**config.mk**
```make
export PLATFORM = sky130hd
export DESIGN_NAME = dfs_maze_explorer_unit
export DESIGN_NICKNAME = d
export VERILOG_FILES = /design/src/dme_pkg.sv /design/src/dme_visited.sv /design/src/dme_store.sv /design/src/dme_seq.sv /design/src/dfs_maze_explorer_unit.sv
export SDC_FILE = /design/constraint.sdc
export NUM_CORES = 2
export LEC_CHECK = 0
export CAP_MARGIN = 15
export CELL_PAD_IN_SITES_DETAIL_PLACEMENT = 0
export CELL_PAD_IN_SITES_GLOBAL_PLACEMENT = 1
export CORE_ASPECT_RATIO = 1.25
export CORE_MARGIN = 1.5
export CORE_UTILIZATION = 57
export DETAILED_ROUTE_END_ITERATION = 8
export DONT_BUFFER_PORTS = 1
export PLACE_DENSITY_LB_ADDON = 0.1
export SLEW_MARGIN = 20
export SYNTH_ARGS = -nofsm -noshare
export SYNTH_HDL_FRONTEND = slang
export SYNTH_HIERARCHICAL = 1
export SYNTH_SLANG_ARGS = --single-unit
```
**constraint.sdc**
```tcl
create_clock -name clk -period 12 [get_ports clk]
set_input_delay 2.4 -clock clk [delete_from_list [all_inputs] [get_ports clk]]
set_output_delay 2.4 -clock clk [all_outputs]
set_load 0.02 [all_outputs]
```
**src/dme_pkg.sv**
```systemverilog
`timescale 1ns / 1ps
// ----------------------------------------------------------------------------
// dme_pkg
// Shared types, constants and interface structs of the depth-first maze
// explorer: grid geometry, direction codes, sequencer states.
// ----------------------------------------------------------------------------
package dme_pkg;

	localparam int COORD_BITS     = 4;
	localparam int SIDE           = 1 << COORD_BITS;
	localparam int CELL_BITS      = 2 * COORD_BITS;
	localparam int GRID_CELLS     = 1 << CELL_BITS;
	localparam int DEPTH_BITS     = CELL_BITS + 1;
	localparam int OPEN_BITS      = 4;
	localparam int CFG_IDX_BITS   = 1;
	localparam int IN_TDATA_W     = ((OPEN_BITS + 7) / 8) * 8;
	localparam int OUT_FIELD_BITS = 2 + 2 * COORD_BITS + DEPTH_BITS;
	localparam int OUT_TDATA_W    = ((OUT_FIELD_BITS + 7) / 8) * 8;
	localparam int OUT_TUSER_W    = 2;

	typedef logic [COORD_BITS-1:0] coord_t;
	typedef logic [CELL_BITS-1:0]  cell_t;
	typedef logic [DEPTH_BITS-1:0] depth_t;
	typedef logic [SIDE-1:0]       row_t;
	typedef logic [OPEN_BITS-1:0]  open_t;

	localparam coord_t START_DEFAULT = coord_t'(1);
	localparam depth_t STACK_FULL    = depth_t'(GRID_CELLS);

	typedef enum logic [1:0] {
		DIR_N = 2'd0,
		DIR_E = 2'd1,
		DIR_S = 2'd2,
		DIR_W = 2'd3
	} dir_t;

	typedef enum logic [CFG_IDX_BITS-1:0] {
		CFG_START_ROW = 1'b0,
		CFG_START_COL = 1'b1
	} cfg_idx_t;

	typedef enum logic [1:0] {
		ST_IDLE,
		ST_ROW,
		ST_DEC,
		ST_OUT
	} seq_state_t;

	typedef struct packed {
		logic   re_a;
		logic   re_b;
		coord_t rd_a_addr;
		coord_t rd_b_addr;
		logic   we;
		coord_t wr_addr;
		row_t   wr_data;
	} vis_req_t;

	typedef struct packed {
		logic  opn_re;
		cell_t opn_raddr;
		logic  opn_we;
		cell_t opn_waddr;
		open_t opn_wdata;
		logic  stk_re;
		cell_t stk_raddr;
		logic  stk_we;
		cell_t stk_waddr;
		cell_t stk_wdata;
	} store_req_t;

	typedef struct packed {
		dir_t   move_dir;
		logic   backtracked;
		logic   explore_done;
		coord_t new_row;
		coord_t new_col;
		depth_t mapped_cells;
	} result_t;

endpackage

```
**src/dme_visited.sv**
```systemverilog
`timescale 1ns / 1ps
// ----------------------------------------------------------------------------
// dme_visited
// Visited map stored as one row of cells per memory word, two read ports
// and one write port; a per-row valid bit makes unwritten rows read as zero.
// ----------------------------------------------------------------------------
module dme_visited import dme_pkg::*; (
	input  logic     clk,
	input  logic     arst_n,
	input  vis_req_t req,
	output row_t     rd_a,
	output row_t     rd_b
);

	row_t            row_mem_q [SIDE];
	logic [SIDE-1:0] row_valid_q;
	row_t            rd_a_q;
	row_t            rd_b_q;
	logic            rd_a_valid_q;
	logic            rd_b_valid_q;

	always_ff @(posedge clk) begin
		if (req.we) begin
			row_mem_q[req.wr_addr] <= req.wr_data;
		end
		if (req.re_a) begin
			rd_a_q <= row_mem_q[req.rd_a_addr];
		end
		if (req.re_b) begin
			rd_b_q <= row_mem_q[req.rd_b_addr];
		end
	end

	always_ff @(posedge clk or negedge arst_n) begin
		if (!arst_n) begin
			row_valid_q  <= '0;
			rd_a_valid_q <= 1'b0;
			rd_b_valid_q <= 1'b0;
		end else begin
			if (req.we) begin
				row_valid_q[req.wr_addr] <= 1'b1;
			end
			if (req.re_a) begin
				rd_a_valid_q <= row_valid_q[req.rd_a_addr];
			end
			if (req.re_b) begin
				rd_b_valid_q <= row_valid_q[req.rd_b_addr];
			end
		end
	end

	assign rd_a = rd_a_valid_q ? rd_a_q : '0;
	assign rd_b = rd_b_valid_q ? rd_b_q : '0;

endmodule

```
**src/dme_store.sv**
```systemverilog
`timescale 1ns / 1ps
// ----------------------------------------------------------------------------
// dme_store
// Per-cell openings memory and path stack memory, each with one write
// port and one registered read port.
// ----------------------------------------------------------------------------
module dme_store import dme_pkg::*; (
	input  logic       clk,
	input  store_req_t req,
	output open_t      opn_rdata,
	output cell_t      stk_rdata
);

	open_t opn_mem_q [GRID_CELLS];
	cell_t stk_mem_q [GRID_CELLS];
	open_t opn_rdata_q;
	cell_t stk_rdata_q;

	always_ff @(posedge clk) begin
		if (req.opn_we) begin
			opn_mem_q[req.opn_waddr] <= req.opn_wdata;
		end
		if (req.opn_re) begin
			opn_rdata_q <= opn_mem_q[req.opn_raddr];
		end
	end

	always_ff @(posedge clk) begin
		if (req.stk_we) begin
			stk_mem_q[req.stk_waddr] <= req.stk_wdata;
		end
		if (req.stk_re) begin
			stk_rdata_q <= stk_mem_q[req.stk_raddr];
		end
	end

	assign opn_rdata = opn_rdata_q;
	assign stk_rdata = stk_rdata_q;

endmodule

```
**src/dme_seq.sv**
```systemverilog
`timescale 1ns / 1ps
// ----------------------------------------------------------------------------
// dme_seq
// Step sequencer: reads the neighbour rows and stored openings, picks the
// next move, writes back the map, openings and path stack, and resolves
// the backstep target from the stack.
// ----------------------------------------------------------------------------
module dme_seq import dme_pkg::*; (
	input  logic       clk,
	input  logic       arst_n,
	input  coord_t     start_row,
	input  coord_t     start_col,
	input  logic       item_valid,
	input  open_t      item_openings,
	output logic       item_take,
	output logic       res_valid,
	input  logic       res_ready,
	output result_t    res,
	output vis_req_t   vis_req,
	input  row_t       vis_rd_a,
	input  row_t       vis_rd_b,
	output store_req_t st_req,
	input  open_t      opn_rdata,
	input  cell_t      stk_rdata
);

	seq_state_t state_q, state_nxt;
	logic       started_q;
	logic       finished_q;
	logic       back_arr_q;
	coord_t     cur_row_q;
	coord_t     cur_col_q;
	depth_t     stack_depth_q;
	depth_t     cell_count_q;
	open_t      item_open_q;
	row_t       row_n_q;
	row_t       row_s_q;
	dir_t       res_dir_q;
	logic       res_back_q;
	logic       res_done_q;

	coord_t eff_row, eff_col;
	open_t  open_eff;
	coord_t col_inc, col_dec, row_inc, row_dec;
	logic   can_n, can_e, can_s, can_w, moved;
	dir_t   pick_dir;
	logic   push, here_new;
	depth_t depth1, depth2, depth_m1;
	row_t   row_r;
	coord_t prev_row, prev_col;
	dir_t   back_dir;
	logic   res_fire;

	// current cell, with the start cell on the very first step
	assign eff_row = started_q ? cur_row_q : start_row;
	assign eff_col = started_q ? cur_col_q : start_col;

	assign row_r    = vis_rd_a;
	assign open_eff = back_arr_q ? opn_rdata : item_open_q;
	assign col_inc  = cur_col_q + coord_t'(1);
	assign col_dec  = cur_col_q - coord_t'(1);
	assign row_inc  = cur_row_q + coord_t'(1);
	assign row_dec  = cur_row_q - coord_t'(1);

	// grid edges count as walls
	assign can_n = open_eff[DIR_N] && (cur_row_q != '0) && !row_n_q[cur_col_q];
	assign can_e = open_eff[DIR_E] && (cur_col_q != '1) && !row_r[col_inc];
	assign can_s = open_eff[DIR_S] && (cur_row_q != '1) && !row_s_q[cur_col_q];
	assign can_w = open_eff[DIR_W] && (cur_col_q != '0) && !row_r[col_dec];
	assign moved = can_n || can_e || can_s || can_w;

	always_comb begin
		if (can_n) begin
			pick_dir = DIR_N;
		end else if (can_e) begin
			pick_dir = DIR_E;
		end else if (can_s) begin
			pick_dir = DIR_S;
		end else begin
			pick_dir = DIR_W;
		end
	end

	assign push     = !back_arr_q && (stack_depth_q != STACK_FULL);
	assign here_new = !back_arr_q && !row_r[cur_col_q];
	assign depth1   = stack_depth_q + depth_t'(push);
	assign depth2   = (moved || depth1 == '0) ? depth1 : depth1 - depth_t'(1);
	assign depth_m1 = depth2 - depth_t'(1);

	// backstep target from the stack
	assign prev_row = stk_rdata[CELL_BITS-1:COORD_BITS];
	assign prev_col = stk_rdata[COORD_BITS-1:0];

	always_comb begin
		if (cur_row_q != '0 && prev_row == row_dec && prev_col == cur_col_q) begin
			back_dir = DIR_N;
		end else if (cur_col_q != '1 && prev_row == cur_row_q && prev_col == col_inc) begin
			back_dir = DIR_E;
		end else if (cur_row_q != '1 && prev_row == row_inc && prev_col == cur_col_q) begin
			back_dir = DIR_S;
		end else if (cur_col_q != '0 && prev_row == cur_row_q && prev_col == col_dec) begin
			back_dir = DIR_W;
		end else begin
			back_dir = DIR_N;
		end
	end

	assign res_fire = res_valid && res_ready;

	// next state
	always_comb begin
		state_nxt = state_q;
		case (state_q)
			ST_IDLE: begin
				if (item_valid) begin
					state_nxt = finished_q ? ST_OUT : ST_ROW;
				end
			end
			ST_ROW:  state_nxt = ST_DEC;
			ST_DEC:  state_nxt = ST_OUT;
			ST_OUT: begin
				if (res_ready) begin
					state_nxt = ST_IDLE;
				end
			end
			default: state_nxt = ST_IDLE;
		endcase
	end

	// outputs and memory requests
	always_comb begin
		item_take         = 1'b0;
		res_valid         = 1'b0;
		vis_req           = '0;
		st_req            = '0;
		vis_req.rd_a_addr = eff_row - coord_t'(1);
		vis_req.rd_b_addr = eff_row + coord_t'(1);
		vis_req.wr_addr   = cur_row_q;
		vis_req.wr_data   = row_r;
		vis_req.wr_data[cur_col_q] = 1'b1;
		st_req.opn_raddr  = {eff_row, eff_col};
		st_req.opn_waddr  = {cur_row_q, cur_col_q};
		st_req.opn_wdata  = item_open_q;
		st_req.stk_raddr  = depth_m1[CELL_BITS-1:0];
		st_req.stk_waddr  = stack_depth_q[CELL_BITS-1:0];
		st_req.stk_wdata  = {cur_row_q, cur_col_q};
		case (state_q)
			ST_IDLE: begin
				item_take = item_valid;
				if (item_valid && !finished_q) begin
					vis_req.re_a  = 1'b1;
					vis_req.re_b  = 1'b1;
					st_req.opn_re = 1'b1;
				end
			end
			ST_ROW: begin
				vis_req.re_a      = 1'b1;
				vis_req.rd_a_addr = cur_row_q;
			end
			ST_DEC: begin
				vis_req.we    = !back_arr_q;
				st_req.opn_we = !back_arr_q;
				st_req.stk_we = push;
				st_req.stk_re = !moved && (depth2 != '0);
			end
			ST_OUT: begin
				res_valid = 1'b1;
			end
			default: begin
			end
		endcase
	end

	assign res.move_dir     = res_back_q ? back_dir : res_dir_q;
	assign res.backtracked  = res_back_q;
	assign res.explore_done = res_done_q;
	assign res.new_row      = res_back_q ? prev_row : cur_row_q;
	assign res.new_col      = res_back_q ? prev_col : cur_col_q;
	assign res.mapped_cells = cell_count_q;

	always_ff @(posedge clk or negedge arst_n) begin
		if (!arst_n) begin
			state_q       <= ST_IDLE;
			started_q     <= 1'b0;
			finished_q    <= 1'b0;
			back_arr_q    <= 1'b0;
			cur_row_q     <= '0;
			cur_col_q     <= '0;
			stack_depth_q <= '0;
			cell_count_q  <= '0;
			res_dir_q     <= DIR_N;
			res_back_q    <= 1'b0;
			res_done_q    <= 1'b0;
		end else begin
			state_q <= state_nxt;
			case (state_q)
				ST_IDLE: begin
					if (item_valid) begin
						res_dir_q  <= DIR_N;
						res_back_q <= 1'b0;
						res_done_q <= finished_q;
						if (!finished_q && !started_q) begin
							started_q  <= 1'b1;
							cur_row_q  <= start_row;
							cur_col_q  <= start_col;
							back_arr_q <= 1'b0;
						end
					end
				end
				ST_DEC: begin
					stack_depth_q <= depth2;
					if (here_new) begin
						cell_count_q <= cell_count_q + depth_t'(1);
					end
					if (moved) begin
						res_dir_q  <= pick_dir;
						back_arr_q <= 1'b0;
						case (pick_dir)
							DIR_N:   cur_row_q <= row_dec;
							DIR_E:   cur_col_q <= col_inc;
							DIR_S:   cur_row_q <= row_inc;
							default: cur_col_q <= col_dec;
						endcase
					end else if (depth2 == '0) begin
						finished_q <= 1'b1;
						res_done_q <= 1'b1;
					end else begin
						res_back_q <= 1'b1;
					end
				end
				ST_OUT: begin
					if (res_fire && res_back_q) begin
						cur_row_q  <= prev_row;
						cur_col_q  <= prev_col;
						back_arr_q <= 1'b1;
					end
				end
				default: begin
				end
			endcase
		end
	end

	always_ff @(posedge clk) begin
		if (state_q == ST_IDLE && item_valid) begin
			item_open_q <= item_openings;
		end
		if (state_q == ST_ROW) begin
			row_n_q <= vis_rd_a;
			row_s_q <= vis_rd_b;
		end
	end

`ifndef SYNTHESIS
	a_done_empty: assert property (@(posedge clk) disable iff (!arst_n)
		finished_q |-> stack_depth_q == '0)
		else $error("finished with a non-empty path stack");

	a_depth_bound: assert property (@(posedge clk) disable iff (!arst_n)
		stack_depth_q <= STACK_FULL)
		else $error("path stack depth out of range");

	a_back_not_done: assert property (@(posedge clk) disable iff (!arst_n)
		res_valid |-> !(res_back_q && res_done_q))
		else $error("result both backtracked and done");

	a_out_release: assert property (@(posedge clk) disable iff (!arst_n)
		res_fire |=> state_q == ST_IDLE)
		else $error("sequencer did not return to idle after result");

	a_back_loads_prev: assert property (@(posedge clk) disable iff (!arst_n)
		(res_fire && res_back_q) |=> back_arr_q)
		else $error("backstep did not mark backward arrival");
`endif

endmodule

```
**src/dfs_maze_explorer_unit.sv**
```systemverilog
`timescale 1ns / 1ps
// ----------------------------------------------------------------------------
// dfs_maze_explorer_unit
// Depth-first maze explorer: one move result per openings item.
// After an item is accepted the sequencer passes its row-read, decide and
// output states, then the result is registered onto m_tvalid; once finished
// it goes from idle straight to output. It handles one item at a time, in a
// read-decide-write sequence over the visited row memory and the path stack.
// Reset: asynchronous; visited map, stack depth, count and position clear
// at once, start registers return to row 1, column 1.
// ----------------------------------------------------------------------------
module dfs_maze_explorer_unit import dme_pkg::*; (
	input  logic                    clk,
	input  logic                    arst_n,
	input  logic                    s_tvalid,
	output logic                    s_tready,
	input  logic [IN_TDATA_W-1:0]   s_tdata,   // openings
	output logic                    m_tvalid,
	input  logic                    m_tready,
	output logic [OUT_TDATA_W-1:0]  m_tdata,   // move_dir, new_row, new_col, mapped_cells
	output logic [OUT_TUSER_W-1:0]  m_tuser,   // backtracked, explore_done
	input  logic                    cfg_valid,
	output logic                    cfg_ready,
	input  logic [CFG_IDX_BITS-1:0] cfg_index,
	input  coord_t                  cfg_data
);

	coord_t     start_row_q;
	coord_t     start_col_q;
	logic       in_full_q;
	open_t      in_open_q;
	logic       out_valid_q;
	result_t    out_res_q;

	logic       item_take;
	logic       res_valid;
	logic       res_ready;
	result_t    res;
	vis_req_t   vis_req;
	row_t       vis_rd_a;
	row_t       vis_rd_b;
	store_req_t st_req;
	open_t      opn_rdata;
	cell_t      stk_rdata;

	assign cfg_ready = 1'b1;
	assign s_tready  = !in_full_q;
	assign res_ready = !out_valid_q || m_tready;

	always_ff @(posedge clk or negedge arst_n) begin
		if (!arst_n) begin
			start_row_q <= START_DEFAULT;
			start_col_q <= START_DEFAULT;
			in_full_q   <= 1'b0;
			out_valid_q <= 1'b0;
		end else begin
			if (cfg_valid && cfg_ready) begin
				case (cfg_idx_t'(cfg_index))
					CFG_START_ROW: start_row_q <= cfg_data;
					CFG_START_COL: start_col_q <= cfg_data;
					default: begin
					end
				endcase
			end
			if (s_tvalid && s_tready) begin
				in_full_q <= 1'b1;
			end else if (item_take) begin
				in_full_q <= 1'b0;
			end
			if (res_valid && res_ready) begin
				out_valid_q <= 1'b1;
			end else if (m_tready) begin
				out_valid_q <= 1'b0;
			end
		end
	end

	always_ff @(posedge clk) begin
		if (s_tvalid && s_tready) begin
			in_open_q <= s_tdata[OPEN_BITS-1:0];
		end
		if (res_valid && res_ready) begin
			out_res_q <= res;
		end
	end

	dme_seq u_seq (
		.clk           (clk),
		.arst_n        (arst_n),
		.start_row     (start_row_q),
		.start_col     (start_col_q),
		.item_valid    (in_full_q),
		.item_openings (in_open_q),
		.item_take     (item_take),
		.res_valid     (res_valid),
		.res_ready     (res_ready),
		.res           (res),
		.vis_req       (vis_req),
		.vis_rd_a      (vis_rd_a),
		.vis_rd_b      (vis_rd_b),
		.st_req        (st_req),
		.opn_rdata     (opn_rdata),
		.stk_rdata     (stk_rdata)
	);

	dme_visited u_visited (
		.clk    (clk),
		.arst_n (arst_n),
		.req    (vis_req),
		.rd_a   (vis_rd_a),
		.rd_b   (vis_rd_b)
	);

	dme_store u_store (
		.clk       (clk),
		.req       (st_req),
		.opn_rdata (opn_rdata),
		.stk_rdata (stk_rdata)
	);

	assign m_tvalid = out_valid_q;
	assign m_tdata  = OUT_TDATA_W'({out_res_q.mapped_cells, out_res_q.new_col,
		out_res_q.new_row, out_res_q.move_dir});
	assign m_tuser  = {out_res_q.explore_done, out_res_q.backtracked};

endmodule

```
==> impl_metrics.csv <==
group,metric,value,unit
clocking,path_clk_slew,60,ps
clocking,cts_max_level,5,
run_status,status,"complete, but fails checks",
finish,final_layout_size_suffix_gt1_share,24.69,%
setup_path,worst-r2r-setup-slack,3680,ps
logic_synthesis,synth-edff-count,3433,
logic_synthesis,ys_async_sr_fraction,1.802,%
finish,fillCellCount,16770,
routing,firstDrtPassIters,8,
setup_path,cpMostUsedCell,"ha_1",
global_route,grt_pass1_vias,69700,
logic_synthesis,ys.flop_type,"edfxtp_1",
run_status,violations,"design-rule violations",
timing,finalHoldViolations,0,
setup_path,cpPeakStageDelay,950,ps
setup_path,timing.rr.start,"u_seq/stack_depth_q[1]",
setup_path,worstSetupPathType,"flip-flop to flip-flop",
finish,syn2layout_area_growth,10.29,%
logic_synthesis,synth_top_area_cell,"edfxtp_1",
global_route,antenna_found_initial,8,
logic_synthesis,synth.most_common_cell,"edfxtp_1",
clocking,clock-root-buffer,"clkbuf_16",
logic_synthesis,ys_types,85,
placed_design,finalWeightedCongestion,0.8160,
hold_path,holdCritStartpoint,"in_open_q[3]",
clocking,cts_tree,"yes",
clocking,clock_latency,900,ps
logic_synthesis,synthTopCellsByCount,"3433 x edfxtp_1, 999 x mux4_2, 586 x nor2_1",
logic_synthesis,ys_seq_area_share,74.49,%
global_route,grt_pass1_wl,484700,µm
timing,post-route-period-util,69.36,%
routing,routed_wl,331600,µm
routing,viasPerCell,6.522,
logic_synthesis,yosysWarnings,6,
routing,drtIter0Drc,7220,
logic_synthesis,synth_area_per_cell,20.93,µm²
clocking,cts_resized,0,
timing,setup_viol,0,
clocking,ctsHoldBuffers,0,
die,row_count,203,
clocking,cts_buffers,342,
routing,drc,1,
timing,post-route-min-period,8324,ps
hold_path,hold_class,"flip-flop to flip-flop",
hold_path,holdPathStages,0,
timing,slew_violations,0,
logic_synthesis,synth_top_area_share,73.37,%
logic_synthesis,ys_ff_latch,3496,
timing,setup_tns,0,ps
clocking,cts_buffer_depth,4,
setup_path,worstPathBufferInverterCount,3,
timing,tightest_slew,1288,ps
routing,via_count,67330,
logic_synthesis,synthCells,6712,
die,fp.dieW,447.1,µm
die,io-pin-count,47,
setup_path,cp_top_family,"compound AO/OA/AOI/OAI gates",
logic_synthesis,synthTopCellsByArea,"edfxtp_1 73%, mux4_2 16%, nor2_1 1.6%",
global_route,grt_max_degree,225,
setup_path,cp-start-kind,"flip-flop",
setup_path,worstPathRequired,12650,ps
setup_path,critPathArrivalTime,8980,ps
hold_path,hold_end,"u_seq/item_open_q[3]",
finish,nNetsFinal,6804,
timing,relSlewSlack,13.35,%
die,initial_core_util,57.38,%
setup_path,crit_slowest_cell,"dfrtp_1",
global_route,gr-total-overflow,0,
job,max_cap_viol_count,0,
timing,rsz0062_at_grt,"false",
die,chipHeight,558.1,µm
timing,fin_skew,45.09,ps
clocking,clkSinkCount,3496,
die,dieArea,0.2495,mm²
setup_path,critPathMaxFanout,78,
timing,clock.fmax,120.1,MHz
setup_path,r2r_cells,22,
setup_path,rr_endpoint,"u_store/stk_rdata[5]",
global_route,gr-usage-all-layers,26.93,%
placed_design,placement.io_buffers,0,
logic_synthesis,syn_area,0.1405,mm²
routing,ant_nets,0,
setup_path,cp-end-kind,"flip-flop",
placed_design,dp_hpwl,198400,µm
die,core,0.2449,mm²
clocking,postCtsSetupBuffers,0,
routing,wl_per_cell,32.12,µm
setup_path,cp_cell_sequence,"nor2_1 > nand4b_1 > nor4_1 > nor2_1 > ha_1 > ha_1 > xnor2_1 > nand2_1 > o21ai_0 > and3_1 > nor4_2 > buf_4 > xnor2_2 > ha_1 > inv_8 > buf_4 > mux4_2 > mux4_2 > a22o_1 > a21oi_1 > a22oi_1 > and3_1",
## stage by stage
step | hold slack [ps] | setup slack, ps | utilization (%) | instances | cell area [µm²]
final | 418.3 | 3676 | 63.29 | 10320 | 155000
after CTS | 421.4 | 3577 | 63.27 | 10320 | 154900
after detailed placement | 407.5 | 3592 | 58.82 | 9701 | 144000
after global routing | 441.9 | 3112 | 63.29 | 10320 | 155000
after global placement | 407.6 | 3657 | 58.82 | 9701 | 144000
after floorplan | 400.3 | 2721 | - | 6716 | 140500
## sequential cells by signal, summed over array words and instances, names as in the netlist, 16 cells and up
| register | cells |
|---|---|
| u_store/opn_mem_q | 1024 |
| u_store/stk_mem_q | 2048 |
| u_visited/rd_a_q | 16 |
| u_seq/row_n_q | 16 |
| u_visited/row_mem_q | 256 |
| m_tdata | 19 |
| u_visited/rd_b_q | 16 |
| u_visited/row_valid_q | 16 |
| u_seq/row_s_q | 16 |
## cell usage in the layout, fill, tap and decap left out, types with 35 or more instances in the layout
| cell type | netlist | routed |
|---|---|---|
| edfxtp_1 | 3433 | 3433 |
| mux4_2 | 999 | 999 |
| nor2_1 | 586 | 570 |
| clkbuf_16 | 0 | 351 |
| mux2i_1 | 195 | 193 |
| nand2_1 | 137 | 125 |
| buf_4 | 61 | 119 |
| clkinv_1 | 4 | 79 |
| nand3_1 | 74 | 73 |
| clkbuf_1 | 206 | 66 |
| clkinv_2 | 0 | 62 |
| dfrtp_1 | 61 | 53 |
| a21oi_1 | 52 | 52 |
| o221ai_1 | 52 | 52 |
| o22ai_1 | 50 | 50 |
| o21ai_0 | 40 | 37 |
| nor3_1 | 43 | 37 |
| and2_1 | 36 | 35 |
## worst max-delay path by stage
stage,cells past startpoint,slack [ps],from,end
floorplan,21,2720,u_seq/cur_col_q[1],u_store/stk_rdata[2]
global placement,17,3660,u_seq/cur_col_q[0],u_store/stk_rdata[0]
detailed placement,17,3590,u_seq/cur_col_q[0],u_store/stk_rdata[0]
CTS,17,3580,u_seq/cur_col_q[0],u_store/stk_rdata[0]
global route,21,3110,u_seq/stack_depth_q[1],u_store/stk_rdata[0]
finish,22,3680,u_seq/stack_depth_q[1],u_store/stk_rdata[5]
## cells by family (layout without fill, tap and decap cells)
kind of cell / count (synthesis) / after routing / synth area share [%]
XOR/XNOR: 62 / 62 / 0.3865
AND/OR/NAND/NOR: 1040 / 1040 / 3.306
AO/OA/AOI/OAI: 383 / 383 / 1.999
adder cells (fa/ha/maj): 19 / 19 / 0.1692
flip-flops: 3496 / 3496 / 74.49
other: 2 / 8 / 0.005345
buffers and inverters: 467 / 793 / 1.639
multiplexers: 1243 / 1243 / 18.00
## layer usage
layer / vias to the layer above / part of all wire [%] / global-route usage, %
met5: - / 0.023 / 0
met4: 10 / 3.4 / 8.981
met3: 581 / 6.0 / 3.583
met2: 2407 / 52 / 46.02
met1: 36240 / 39 / 36.16
li1: 28090 / - / -
## area by class of cell
type	count	area, µm²	share of cell area (%)
sequential	3496	104700	67.56
multi-input combinational	2753	33860	21.85
clock buffer	422	9100	5.872
tap	3280	4104	2.648
clock inverter	197	1787	1.153
timing repair buffer	139	1275	0.8227
inverter	35	138.9	0.08962
antenna	2	5.005	0.003230
Power is left out: the tool's default activity adds up to more than one toggle a clock period on the data nets, which glitch-free logic cannot reach.
